<file path="config.mk">
export PLATFORM = sky130hd
export DESIGN_NAME = acs_front
export DESIGN_NICKNAME = d
export VERILOG_FILES = /design/src/rtl/acs_pkg.sv /design/src/rtl/acs_front.sv
export VERILOG_INCLUDE_DIRS = /design/src /design/src/rtl
export SDC_FILE = /design/constraint.sdc
export NUM_CORES = 1
export LEC_CHECK = 0
export ABC_CLOCK_PERIOD_IN_PS = 1900
export BUFFER_PORTS_ARGS = -buffer_cell sky130_fd_sc_hd__buf_2
export CAP_MARGIN = 20
export CORE_MARGIN = 2
export CORE_UTILIZATION = 45
export CTS_CLUSTER_DIAMETER = 200
export DETAILED_ROUTE_END_ITERATION = 12
export GPL_TIMING_DRIVEN = 1
export PLACE_DENSITY = 0.74
export SKIP_CTS_REPAIR_TIMING = 1
export SLEW_MARGIN = 20
export SYNTH_ARGS = -nofsm -noshare
export SYNTH_HDL_FRONTEND = slang
export SYNTH_SLANG_ARGS = --single-unit
</file>
<file path="constraint.sdc">
create_clock -name clock -period 1.9 [get_ports clock]
set_input_delay 0.285 -clock clock [delete_from_list [all_inputs] [get_ports clock]]
set_output_delay 0.285 -clock clock [all_outputs]
set_load 0.1 [all_outputs]
</file>
<file path="src/rtl/aes128_ctr_stream_cipher_macros.svh">
// assertion macros for the aes-128 ctr stream cipher
// included by the modules that carry assertions
`ifndef AES128_CTR_STREAM_CIPHER_MACROS_SVH
`define AES128_CTR_STREAM_CIPHER_MACROS_SVH
`ifndef SYNTHESIS
`define ACS_ASSERT(label, clk, rst, prop, msg) \
   label: assert property (@(posedge clk) disable iff (rst) prop) else $error(msg);
`define ACS_ASSERT_NR(label, clk, prop, msg) \
   label: assert property (@(posedge clk) prop) else $error(msg);
`else
`define ACS_ASSERT(label, clk, rst, prop, msg)
`define ACS_ASSERT_NR(label, clk, prop, msg)
`endif
`endif

</file>
<file path="src/rtl/acs_pkg.sv">
// shared types, constants and aes functions for the ctr stream cipher
// no dependencies
`timescale 1ns / 1ps
package acs_pkg;
   localparam int NumRounds = 10;
   localparam int QueueDepth = 2;

   typedef logic [7:0] byte_type;
   typedef logic [127:0] block_type;

   typedef struct packed {
      logic [7:0] data;
      logic       last;
      logic       first;
   } item_type;

   typedef enum logic [1:0] {
      REG_KEY_HIGH = 2'd0,
      REG_KEY_LOW  = 2'd1,
      REG_IV_HIGH  = 2'd2,
      REG_IV_LOW   = 2'd3
   } reg_index_type;

   function automatic logic [7:0] sbox(input logic [7:0] a);
      logic [7:0] r;
      case (a)
         8'h00: r=8'h63; 8'h01: r=8'h7c; 8'h02: r=8'h77; 8'h03: r=8'h7b;
         8'h04: r=8'hf2; 8'h05: r=8'h6b; 8'h06: r=8'h6f; 8'h07: r=8'hc5;
         8'h08: r=8'h30; 8'h09: r=8'h01; 8'h0a: r=8'h67; 8'h0b: r=8'h2b;
         8'h0c: r=8'hfe; 8'h0d: r=8'hd7; 8'h0e: r=8'hab; 8'h0f: r=8'h76;
         8'h10: r=8'hca; 8'h11: r=8'h82; 8'h12: r=8'hc9; 8'h13: r=8'h7d;
         8'h14: r=8'hfa; 8'h15: r=8'h59; 8'h16: r=8'h47; 8'h17: r=8'hf0;
         8'h18: r=8'had; 8'h19: r=8'hd4; 8'h1a: r=8'ha2; 8'h1b: r=8'haf;
         8'h1c: r=8'h9c; 8'h1d: r=8'ha4; 8'h1e: r=8'h72; 8'h1f: r=8'hc0;
         8'h20: r=8'hb7; 8'h21: r=8'hfd; 8'h22: r=8'h93; 8'h23: r=8'h26;
         8'h24: r=8'h36; 8'h25: r=8'h3f; 8'h26: r=8'hf7; 8'h27: r=8'hcc;
         8'h28: r=8'h34; 8'h29: r=8'ha5; 8'h2a: r=8'he5; 8'h2b: r=8'hf1;
         8'h2c: r=8'h71; 8'h2d: r=8'hd8; 8'h2e: r=8'h31; 8'h2f: r=8'h15;
         8'h30: r=8'h04; 8'h31: r=8'hc7; 8'h32: r=8'h23; 8'h33: r=8'hc3;
         8'h34: r=8'h18; 8'h35: r=8'h96; 8'h36: r=8'h05; 8'h37: r=8'h9a;
         8'h38: r=8'h07; 8'h39: r=8'h12; 8'h3a: r=8'h80; 8'h3b: r=8'he2;
         8'h3c: r=8'heb; 8'h3d: r=8'h27; 8'h3e: r=8'hb2; 8'h3f: r=8'h75;
         8'h40: r=8'h09; 8'h41: r=8'h83; 8'h42: r=8'h2c; 8'h43: r=8'h1a;
         8'h44: r=8'h1b; 8'h45: r=8'h6e; 8'h46: r=8'h5a; 8'h47: r=8'ha0;
         8'h48: r=8'h52; 8'h49: r=8'h3b; 8'h4a: r=8'hd6; 8'h4b: r=8'hb3;
         8'h4c: r=8'h29; 8'h4d: r=8'he3; 8'h4e: r=8'h2f; 8'h4f: r=8'h84;
         8'h50: r=8'h53; 8'h51: r=8'hd1; 8'h52: r=8'h00; 8'h53: r=8'hed;
         8'h54: r=8'h20; 8'h55: r=8'hfc; 8'h56: r=8'hb1; 8'h57: r=8'h5b;
         8'h58: r=8'h6a; 8'h59: r=8'hcb; 8'h5a: r=8'hbe; 8'h5b: r=8'h39;
         8'h5c: r=8'h4a; 8'h5d: r=8'h4c; 8'h5e: r=8'h58; 8'h5f: r=8'hcf;
         8'h60: r=8'hd0; 8'h61: r=8'hef; 8'h62: r=8'haa; 8'h63: r=8'hfb;
         8'h64: r=8'h43; 8'h65: r=8'h4d; 8'h66: r=8'h33; 8'h67: r=8'h85;
         8'h68: r=8'h45; 8'h69: r=8'hf9; 8'h6a: r=8'h02; 8'h6b: r=8'h7f;
         8'h6c: r=8'h50; 8'h6d: r=8'h3c; 8'h6e: r=8'h9f; 8'h6f: r=8'ha8;
         8'h70: r=8'h51; 8'h71: r=8'ha3; 8'h72: r=8'h40; 8'h73: r=8'h8f;
         8'h74: r=8'h92; 8'h75: r=8'h9d; 8'h76: r=8'h38; 8'h77: r=8'hf5;
         8'h78: r=8'hbc; 8'h79: r=8'hb6; 8'h7a: r=8'hda; 8'h7b: r=8'h21;
         8'h7c: r=8'h10; 8'h7d: r=8'hff; 8'h7e: r=8'hf3; 8'h7f: r=8'hd2;
         8'h80: r=8'hcd; 8'h81: r=8'h0c; 8'h82: r=8'h13; 8'h83: r=8'hec;
         8'h84: r=8'h5f; 8'h85: r=8'h97; 8'h86: r=8'h44; 8'h87: r=8'h17;
         8'h88: r=8'hc4; 8'h89: r=8'ha7; 8'h8a: r=8'h7e; 8'h8b: r=8'h3d;
         8'h8c: r=8'h64; 8'h8d: r=8'h5d; 8'h8e: r=8'h19; 8'h8f: r=8'h73;
         8'h90: r=8'h60; 8'h91: r=8'h81; 8'h92: r=8'h4f; 8'h93: r=8'hdc;
         8'h94: r=8'h22; 8'h95: r=8'h2a; 8'h96: r=8'h90; 8'h97: r=8'h88;
         8'h98: r=8'h46; 8'h99: r=8'hee; 8'h9a: r=8'hb8; 8'h9b: r=8'h14;
         8'h9c: r=8'hde; 8'h9d: r=8'h5e; 8'h9e: r=8'h0b; 8'h9f: r=8'hdb;
         8'ha0: r=8'he0; 8'ha1: r=8'h32; 8'ha2: r=8'h3a; 8'ha3: r=8'h0a;
         8'ha4: r=8'h49; 8'ha5: r=8'h06; 8'ha6: r=8'h24; 8'ha7: r=8'h5c;
         8'ha8: r=8'hc2; 8'ha9: r=8'hd3; 8'haa: r=8'hac; 8'hab: r=8'h62;
         8'hac: r=8'h91; 8'had: r=8'h95; 8'hae: r=8'he4; 8'haf: r=8'h79;
         8'hb0: r=8'he7; 8'hb1: r=8'hc8; 8'hb2: r=8'h37; 8'hb3: r=8'h6d;
         8'hb4: r=8'h8d; 8'hb5: r=8'hd5; 8'hb6: r=8'h4e; 8'hb7: r=8'ha9;
         8'hb8: r=8'h6c; 8'hb9: r=8'h56; 8'hba: r=8'hf4; 8'hbb: r=8'hea;
         8'hbc: r=8'h65; 8'hbd: r=8'h7a; 8'hbe: r=8'hae; 8'hbf: r=8'h08;
         8'hc0: r=8'hba; 8'hc1: r=8'h78; 8'hc2: r=8'h25; 8'hc3: r=8'h2e;
         8'hc4: r=8'h1c; 8'hc5: r=8'ha6; 8'hc6: r=8'hb4; 8'hc7: r=8'hc6;
         8'hc8: r=8'he8; 8'hc9: r=8'hdd; 8'hca: r=8'h74; 8'hcb: r=8'h1f;
         8'hcc: r=8'h4b; 8'hcd: r=8'hbd; 8'hce: r=8'h8b; 8'hcf: r=8'h8a;
         8'hd0: r=8'h70; 8'hd1: r=8'h3e; 8'hd2: r=8'hb5; 8'hd3: r=8'h66;
         8'hd4: r=8'h48; 8'hd5: r=8'h03; 8'hd6: r=8'hf6; 8'hd7: r=8'h0e;
         8'hd8: r=8'h61; 8'hd9: r=8'h35; 8'hda: r=8'h57; 8'hdb: r=8'hb9;
         8'hdc: r=8'h86; 8'hdd: r=8'hc1; 8'hde: r=8'h1d; 8'hdf: r=8'h9e;
         8'he0: r=8'he1; 8'he1: r=8'hf8; 8'he2: r=8'h98; 8'he3: r=8'h11;
         8'he4: r=8'h69; 8'he5: r=8'hd9; 8'he6: r=8'h8e; 8'he7: r=8'h94;
         8'he8: r=8'h9b; 8'he9: r=8'h1e; 8'hea: r=8'h87; 8'heb: r=8'he9;
         8'hec: r=8'hce; 8'hed: r=8'h55; 8'hee: r=8'h28; 8'hef: r=8'hdf;
         8'hf0: r=8'h8c; 8'hf1: r=8'ha1; 8'hf2: r=8'h89; 8'hf3: r=8'h0d;
         8'hf4: r=8'hbf; 8'hf5: r=8'he6; 8'hf6: r=8'h42; 8'hf7: r=8'h68;
         8'hf8: r=8'h41; 8'hf9: r=8'h99; 8'hfa: r=8'h2d; 8'hfb: r=8'h0f;
         8'hfc: r=8'hb0; 8'hfd: r=8'h54; 8'hfe: r=8'hbb; 8'hff: r=8'h16;
         default: r = 8'h00;
      endcase
      return r;
   endfunction

   function automatic logic [7:0] xtime(input logic [7:0] a);
      return {a[6:0], 1'b0} ^ (a[7] ? 8'h1b : 8'h00);
   endfunction

   // byte i of a block sits at bits 127-8i .. 120-8i
   function automatic logic [7:0] blk_byte(input block_type b, input int i);
      return b[127 - 8 * i -: 8];
   endfunction

   function automatic block_type next_round_key(input block_type k, input logic [7:0] rc);
      logic [31:0] w0, w1, w2, w3, t;
      w0 = k[127:96]; w1 = k[95:64]; w2 = k[63:32]; w3 = k[31:0];
      t = {sbox(w3[23:16]) ^ rc, sbox(w3[15:8]), sbox(w3[7:0]), sbox(w3[31:24])};
      w0 = w0 ^ t;
      w1 = w1 ^ w0;
      w2 = w2 ^ w1;
      w3 = w3 ^ w2;
      return {w0, w1, w2, w3};
   endfunction

   function automatic block_type aes_round(input block_type s, input block_type rk,
                                           input logic do_mix);
      block_type t;
      logic [7:0] a0, a1, a2, a3, all;
      for (int c = 0; c < 4; c++) begin
         for (int i = 0; i < 4; i++) begin
            t[127 - 8 * (i + 4 * c) -: 8] = sbox(blk_byte(s, i + 4 * ((c + i) % 4)));
         end
      end
      if (do_mix) begin
         for (int c = 0; c < 4; c++) begin
            a0 = blk_byte(t, 4 * c);
            a1 = blk_byte(t, 4 * c + 1);
            a2 = blk_byte(t, 4 * c + 2);
            a3 = blk_byte(t, 4 * c + 3);
            all = a0 ^ a1 ^ a2 ^ a3;
            t[127 - 32 * c -: 8]      = a0 ^ all ^ xtime(a0 ^ a1);
            t[119 - 32 * c -: 8]      = a1 ^ all ^ xtime(a1 ^ a2);
            t[111 - 32 * c -: 8]      = a2 ^ all ^ xtime(a2 ^ a3);
            t[103 - 32 * c -: 8]      = a3 ^ all ^ xtime(a3 ^ a0);
         end
      end
      return t ^ rk;
   endfunction
endpackage

</file>
<file path="src/rtl/acs_front.sv">
// front end: accepts bytes, marks block starts, holds them in a short queue
// depends on acs_pkg
`timescale 1ns / 1ps
`include "aes128_ctr_stream_cipher_macros.svh"
module acs_front import acs_pkg::*; (
   input  logic       clock,
   input  logic       reset,
   input  logic       in_valid,
   output logic       in_ready,
   input  logic [7:0] in_data,
   input  logic       in_last,
   output logic       q_valid,
   input  logic       q_ready,
   output item_type   q_item
);
   item_type   mem_ff [QueueDepth];
   logic       wr_ptr_ff, wr_ptr_in, rd_ptr_ff, rd_ptr_in;
   logic [1:0] count_ff, count_in;
   logic [3:0] pos_ff, pos_in;
   logic       push, pop;

   assign in_ready = (count_ff != 2'd2);
   assign q_valid  = (count_ff != 2'd0);
   assign q_item   = mem_ff[rd_ptr_ff];
   assign push     = in_valid && in_ready;
   assign pop      = q_valid && q_ready;

   always_comb begin
      wr_ptr_in = push ? ~wr_ptr_ff : wr_ptr_ff;
      rd_ptr_in = pop ? ~rd_ptr_ff : rd_ptr_ff;
      count_in  = count_ff + {1'b0, push} - {1'b0, pop};
      pos_in    = pos_ff;
      if (push) begin
         pos_in = in_last ? 4'd0 : pos_ff + 4'd1;
      end
   end

   always_ff @(posedge clock) begin
      if (reset) begin
         wr_ptr_ff <= 1'b0;
         rd_ptr_ff <= 1'b0;
         count_ff  <= 2'd0;
         pos_ff    <= 4'd0;
      end else begin
         wr_ptr_ff <= wr_ptr_in;
         rd_ptr_ff <= rd_ptr_in;
         count_ff  <= count_in;
         pos_ff    <= pos_in;
      end
      if (push) begin
         mem_ff[wr_ptr_ff] <= '{data: in_data, last: in_last, first: (pos_ff == 4'd0)};
      end
   end

   `ACS_ASSERT(a_count_range, clock, reset, count_ff != 2'd3, "queue count out of range")
   `ACS_ASSERT(a_no_overflow, clock, reset, (count_ff == 2'd2) |-> !in_ready, "queue overflow")
   `ACS_ASSERT(a_ptr_match, clock, reset,
      (count_ff == 2'd0 || count_ff == 2'd2) |-> (wr_ptr_ff == rd_ptr_ff), "queue pointers off")
endmodule

</file>
# ---- Yosys cells after proc, flatten, opt, wreduce, memory -nomap -nowiden
# Memories as Yosys holds them, arrays and structs flattened. A register that Yosys moved wholly into a read port is not among the register bits.
# Cells that the tools add are included.
dict set report word_totals {
  rom_bits 0
  ram_bits 20
  inputBits 13
  output_inout_bits 12
  regBits 8
  latch_bits 0
  n_memories 1
}
dict set report classes {
  eq_ne 1
  n_reduce_logical 4
  n_div 0
  mux 5
  n_mul 0
  order_cmp 0
  shift 0
  bitwise 2
  addsub 3
}
# name words width rd rd_clocked_by_memory_dff write_ports line_no
set memory_table {}
lappend memory_table {mem_ff 2 10 1 1 1 acs_front.sv:16} ;# item_type mem_ff [QueueDepth];
# op n
set ops {}
lappend ops {{$add 4x1->4 const B} 1}
lappend ops {{$logic_not 4->1} 1}
lappend ops {{$mux 1} 4}
lappend ops {{$mux 4} 1}
lappend ops {{$add 2x1->2} 1}
lappend ops {{$logic_and 1x1->1} 2}
lappend ops {{$ne 2x2->1 const B} 1}
lappend ops {{$not 1->1} 2}
lappend ops {{$reduce_bool 2->1} 1}
lappend ops {{$sub 2x1->2} 1}

# ---- Longest topological paths before layout
# Gate-level depths: netlist (run 1).
dict set report depth {
  depth_word 4
  depth_mapped 7
  depth_no_buf 7
}

# ---- Least setup slack after synthesis (run 1)
# Ideal clock, no wire load.
dict set report synth_path {
  path_type {register to register}
  from {register count_ff[0]}
  to {register count_ff[1]}
  synth_period_minus_slack_ps 2199
  setup_ps 123
  stages_incl_launch_ff 8
  setup_slack_ps -299
  arrival_time_ps 2076
  t_required_ps 1777
  path_cell_list {dfxtp_1 -> nor2b_4 -> inv_1 -> nand2_1 -> xor2_1 -> ha_1 -> nor2b_1 -> mux2_1}
}
dict set report synth_via {
  elab_chain_cells 4
}
# item line_no
set synth_rtl {}
lappend synth_rtl {{start, declared} acs_front.sv:18} ;# logic [1:0] count_ff, count_in;
lappend synth_rtl {{start signal, assigned} acs_front.sv:47} ;# count_ff <= count_in;
lappend synth_rtl {{$ne 2x2->1} acs_front.sv:22} ;# assign in_ready = (count_ff != 2'd2);
lappend synth_rtl {{via in_ready} acs_front.sv:9} ;# output logic in_ready,
lappend synth_rtl {{$logic_and 1x1->1} acs_front.sv:25} ;# assign push = in_valid && in_ready;
lappend synth_rtl {{$add 2x1->2} acs_front.sv:31} ;# count_in = count_ff + {1'b0, push} - {1'b0, pop};
lappend synth_rtl {{$sub 2x1->2} acs_front.sv:31}
# The timed path passes the listed nets, and every way through them passes these cells.
# A chain may end at the register's enable or synchronous reset.

==> impl_metrics.json, run 1 <==
{
  "synth-seq-cells": 29,
  "slew_headroom_pct": 67.59,
  "use_met3_pct": 6.557,
  "finalSetupViolations": 0,
  "clk_pin_slew_ns": 0.09,
  "setup_tns_ns": 0,
  "cp.arrival_ns": 1.45,
  "path_buf_inv": 1,
  "antenna_found_initial": 0,
  "place_congestion": 0.9076,
  "io_pins": 25,
  "cts_made_buffers": 5,
  "clk_path_buf_depth": 2,
  "areaGrowthSynthToFinish_pct": 17.82,
  "die_area_mm2": 0.003080,
  "drt_iter0_markers": 18,
  "synth.area.top_cells": "edfxtp_1, dfxtp_1, mux2_2",
  "wl_mm": 1.932,
  "p_per_area_mw_per_mm2": 1534,
  "start_kind": "flip-flop",
  "drive_above_1_share_pct": 43.48,
  "cts.root.buffer_cell": "clkbuf_4",
  "gr-usage-met2_pct": 22.45,
  "outcome": "finished, final reports clean",
  "ys_seq_area_share_pct": 65.41,
  "hold_violations": 0,
  "placed_area_mm2": 0.001354,
  "yosys_warnings": 0,
  "drtAntennaViolNets": 0,
  "cp_top_family": "flip-flops",
  "firstDrtPassIters": 4,
  "cap_violations": 0,
  "cp_slowest_cell": "dfxtp_2",
  "synth_nets": 101,
  "clockPowerShare_pct": 15.7,
  "via_count": 745,
  "rsz0062_at_grt": "no",
  "dp_hpwl_mm": 1.392,
  "cp.required_ns": 1.62,
  "p_sw_share_pct": 47.70,
  "grt_use_total_pct": 13.87,
  "io_buffers": 24,
  "synth_cell_types": 27,
  "power.switching_w": 0.001029,
  "total_power_w": 0.002158,
  "comb_power_share_pct": 45.2,
  "synth_top_area_share_pct": 50.31,
  "postSynthCellCount": 85,
  "path_cells": "mux2_2, buf_2",
  "min_period_over_period_pct": 91.30,
  "p_seq_share_pct": 39.2,
  "tightest_slew_ns": 0.4895,
  "hold_path_class": "primary input to flip-flop",
  "synth-edff-count": 20,
  "viasPerCell": 5.138,
  "final_area_mm2": 0.001406,
  "vdd_drop_max_v": 0.0009044,
  "fin_skew_ns": 0.007096,
  "synthArstFlopShare_pct": 0,
  "path_class": "flip-flop to output port",
  "fmax_ghz": 0.5765,
  "gr-usage-met1_pct": 15.93,
  "dp.cells": 137,
  "first_global_vias": 756,
  "grt_start_max_net_pins": 11,
  "wl_per_cell_um": 13.32,
  "cpPeakStageDelay_ns": 0.47,
  "synth_area_mm2": 0.001194,
  "top_usage_layer": "met2",
  "chipHeight_um": 55.50,
  "start_util_pct": 47.75,
  "drc": 0,
  "cp_max_fo": 10,
  "ys.flop_type": "edfxtp_1",
  "syn_area_per_cell_um2": 14.04,
  "diodes": 0,
  "power_leakage_nw": 0.5430,
  "grt_pass1_wl_mm": 3.249,
  "cts.sinks": 29,
  "grt_overflow": 0,
  "synth_area_leader_cell": "edfxtp_1",
  "end_kind": "output port",
  "finalNonFillerCells": 145,
  "die_w_um": 55.50,
  "fp.coreArea_mm2": 0.002500,
  "p_int_w": 0.001128,
  "cts_tree": "yes",
  "insertion_delay_ns": 0.31,
  "h-tree-depth": 2,
  "num-nets-final": 130,
  "period_needed_ns": 1.735,
  "num_rows": 18,
  "drv_slew": 0
}
power by group through the flow:
stage          combinational, W  clock (W)  sequential [W]
6_report               0.000974   0.000338        0.000846
5_1_grt                 0.00102   0.000372        0.000859
4_1_cts                0.000981   0.000355        0.000846
3_5_place_dp           0.000977          0        0.000859
3_3_place_gp           0.000965          0        0.000853
2_1_floorplan          0.000879          0        0.000821
layout make-up:
type	instances	area, um^2
tap	30	37.54
clock buffer	6	41.29
clock inverter	2	10.01
multi-input combinational	49	391.6
fill	209	1094
inverter	5	22.52
sequential	29	783.3
timing repair buffer	24	120.1
flip-flops by register name (all words and copies together), names as in the netlist, named ones only:
name	count
rd_ptr_ff	1
mem_ff	20
wr_ptr_ff	1
pos_ff	4
count_ff	2
cells in the final DEF (no fill, tap or decap), types with 2 or more instances in the layout:
cell | Yosys | layout
edfxtp_1 | 20 | 20
clkinv_2 | 0 | 2
dfxtp_1 | 9 | 7
o31ai_1 | 2 | 2
nand3_1 | 2 | 2
nor2_1 | 4 | 4
o21ai_0 | 4 | 4
dfxtp_2 | 0 | 2
buf_2 | 1 | 24
inv_1 | 4 | 3
mux2_2 | 10 | 10
nand4b_1 | 2 | 2
xor2_1 | 2 | 2
clkbuf_4 | 0 | 5
ha_1 | 3 | 2
a21oi_1 | 6 | 6
nor2b_1 | 3 | 3
metrics by stage:
| stage | util, % | worst slack (ns) | hold slack (ns) |
|---|---|---|---|
| after floorplan | - | -0.08070 | 0.3839 |
| after global placement | 54.15 | 0.3394 | 0.4741 |
| after detailed placement | 54.15 | 0.2562 | 0.4785 |
| after CTS | 56.21 | -0.02670 | 0.1357 |
| after global routing | 56.26 | 0.09044 | 0.1366 |
| final | 56.26 | 0.1653 | 0.1551 |
worst paths after layout:
kind                          startpoint                      to  slack [ns]  cells after the start
setup / recovery               flip-flop               q_item[1]        0.17                      2
hold / removal                in_data[7]  mem_ff[0][9]$_DFFE_PP_        0.16                      1
setup reg to reg  count_ff[1]$_SDFF_PP0_  count_ff[1]$_SDFF_PP0_        0.23                      7
hold reg to reg   pos_ff[3]$_SDFFE_PP0P_  pos_ff[3]$_SDFFE_PP0P_        0.50                      2
metal layers:
metal	up-vias	wire length (um)
met5	-	0
met1	339	868
met2	30	892
li1	371	-
met4	0	37
met3	5	134
cell families after synthesis:
group,after synthesis,synth area share [%]
AO/OA/AOI/OAI,14,6.814
XOR/XNOR,2,1.468
AND/OR/NAND/NOR,19,10.48
multiplexers,11,10.38
adder cells (fa/ha/maj),3,3.145
buffers and inverters,7,2.305
flip-flops,29,65.41
cells in the mapped netlist (all sizes together), types with 2 or more instances:
master  count
inv         5
o21ai       4
nor2        4
nand4b      2
xor2        2
nand3       2
nor2b       4
a21oi       6
mux2       11
edfxtp     20
o31ai       2
ha          3
dfxtp       9
No activity file was read; power rests on OpenSTA's default activity.
==> run 2: changes to the inputs <==
Settings changed: ABC_CLOCK_PERIOD_IN_PS 1900 to 1550, PLACE_DENSITY 0.74 to 0.76.
Clock period 1.9 ns to 1.55 ns, I/O delays scaled along.
==> impl_metrics.json, run 2 (synthesized netlist as in run 1, its figures left out) <==
{
  "power_leakage_nw": 0.6910,
  "firstDrtPassIters": 3,
  "areaGrowthSynthToFinish_pct": 44.55,
  "reg2reg_depth": 5,
  "cts.root.buffer_cell": "clkbuf_4",
  "clk_path_buf_depth": 2,
  "worst_slack_ns": -0.03056,
  "drtAntennaViolNets": 0,
  "hold_violations": 0,
  "clk_pin_slew_ns": 0.09,
  "regArea_um2": 789.5,
  "grt_pass1_wl_mm": 3.360,
  "grt_use_total_pct": 14.70,
  "start_kind": "flip-flop",
  "viasPerCell": 5.110,
  "die_area_mm2": 0.003080,
  "rrSetupSlack_ns": 0.07,
  "num-nets-final": 139,
  "drv_slew": 0,
  "die_w_um": 55.50,
  "endpoint": "q_item[7]",
  "final_common_cell": "edfxtp_1",
  "cp.arrival_ns": 1.35,
  "path_class": "flip-flop to output port",
  "wl_per_cell_um": 15.05,
  "via_count": 787,
  "rsz0062_at_grt": "yes",
  "cp.required_ns": 1.32,
  "fmax_ghz": 0.6327,
  "place_congestion": 0.8792,
  "drive_above_1_share_pct": 51.61,
  "largest_register_ff_count": 20,
  "num_rows": 18,
  "insertion_delay_ns": 0.33,
  "outcome": "finished with violations",
  "first_global_vias": 756,
  "slew_headroom_pct": 79.49,
  "violations": "negative setup slack",
  "drt_iter0_markers": 17,
  "hold_path_class": "primary input to flip-flop",
  "finalSetupViolations": 7,
  "reg2reg_to": "mem_ff[0][0]$_DFFE_PP_",
  "top_register": "mem_ff",
  "vdd_drop_max_v": 0.001322,
  "min_period_over_period_pct": 102.0,
  "wl_mm": 2.318,
  "multi_input_area_um2": 436.7,
  "cts_made_buffers": 5,
  "grt_start_max_net_pins": 11,
  "end_kind": "output port",
  "fill_cells": 176,
  "fin_skew_ns": 0.008071,
  "start_util_pct": 47.75,
  "dp_hpwl_mm": 1.464,
  "h-tree-depth": 2,
  "fp.coreArea_mm2": 0.002500,
  "final_area_mm2": 0.001725,
  "drc": 0,
  "antenna_found_initial": 0,
  "tightest_slew_ns": 0.3094,
  "top_regs": "mem_ff: 20 flops, pos_ff: 4 flops, count_ff: 2 flops",
  "cts.sinks": 29,
  "final_cell_mix": "edfxtp_1, buf_2, buf_12",
  "cp_max_fo": 5,
  "placed_area_mm2": 0.001425,
  "cts_tree": "yes",
  "cap_violations": 0,
  "grt_overflow": 0,
  "io_pins": 25,
  "diodes": 0,
  "io_buffers": 24,
  "fin_util_pct": 69.02,
  "p_per_area_mw_per_mm2": 1868,
  "chipHeight_um": 55.50,
  "r2r-start": "count_ff[1]$_SDFF_PP0_",
  "period_needed_ns": 1.581
}
[run 2: cell count changes in the layout (fill, tap and decap cells not counted), sizes merged]
cell,before,now
clkbuf,6,8
buf,24,31
[run 2: area by class of cell]
cell class | count | share of cell area, %
Sequential cell | 29 | 45.76
Multi-Input combinational cell | 49 | 25.31
Inverter | 5 | 1.305
Clock inverter | 2 | 0.5801
Tap cell | 30 | 2.175
Clock buffer | 6 | 2.393
Timing Repair Buffer | 33 | 22.48
[run 2: power breakdown]
group | internal, W | total, W | switching [W]
combinational | 0.000704 | 0.00177 | 0.00107
clock | 0.000172 | 0.000419 | 0.000247
sequential | 0.000959 | 0.00103 | 0.0000748
[run 2: per-stage QoR]
step | setup TNS [ns] | hold WS [ns] | worst slack, ns | cells | total power (W)
after CTS | -1.455 | 0.08904 | -0.1422 | 149 | 0.002784
after detailed placement | 0 | 0.4289 | 0.003273 | 141 | 0.002365
final | -0.1448 | 0.09438 | -0.03056 | 154 | 0.003222
after global placement | 0 | 0.4201 | 0.05932 | 141 | 0.002344
after floorplan | -3.120 | 0.3314 | -0.4306 | 85 | 0.002085
after global routing | -0.4076 | 0.08458 | -0.06421 | 154 | 0.003342
[run 2: metal layers]
metal	wire, um	part of all wire (%)	global-route usage [%]	vias up
met4	61	2.6	11.15	0
met1	933	40	16.31	360
met5	0	0	0	-
met2	1221	53	22.45	27
li1	-	-	-	393
met3	103	4.4	5.855	7
[run 2: worst min path at each step]
stage / start / endpoint / slack, ns / cells past startpoint
2_1_floorplan: in_last / mem_ff[0][1]$_DFFE_PP_ / 0.33 / 0
3_3_place_gp: in_data[1] / mem_ff[0][3]$_DFFE_PP_ / 0.42 / 1
3_5_place_dp: in_data[1] / mem_ff[0][3]$_DFFE_PP_ / 0.43 / 1
4_1_cts: in_data[5] / mem_ff[0][7]$_DFFE_PP_ / 0.09 / 1
5_1_grt: in_data[0] / mem_ff[0][2]$_DFFE_PP_ / 0.08 / 1
6_report: in_data[3] / mem_ff[1][5]$_DFFE_PP_ / 0.09 / 1
[run 2: critical path: stages (launching register included)]
cell	delay [ns]
dfxtp_4	0.38
buf_12	0.12
mux2_2	0.34
buf_8	0.18
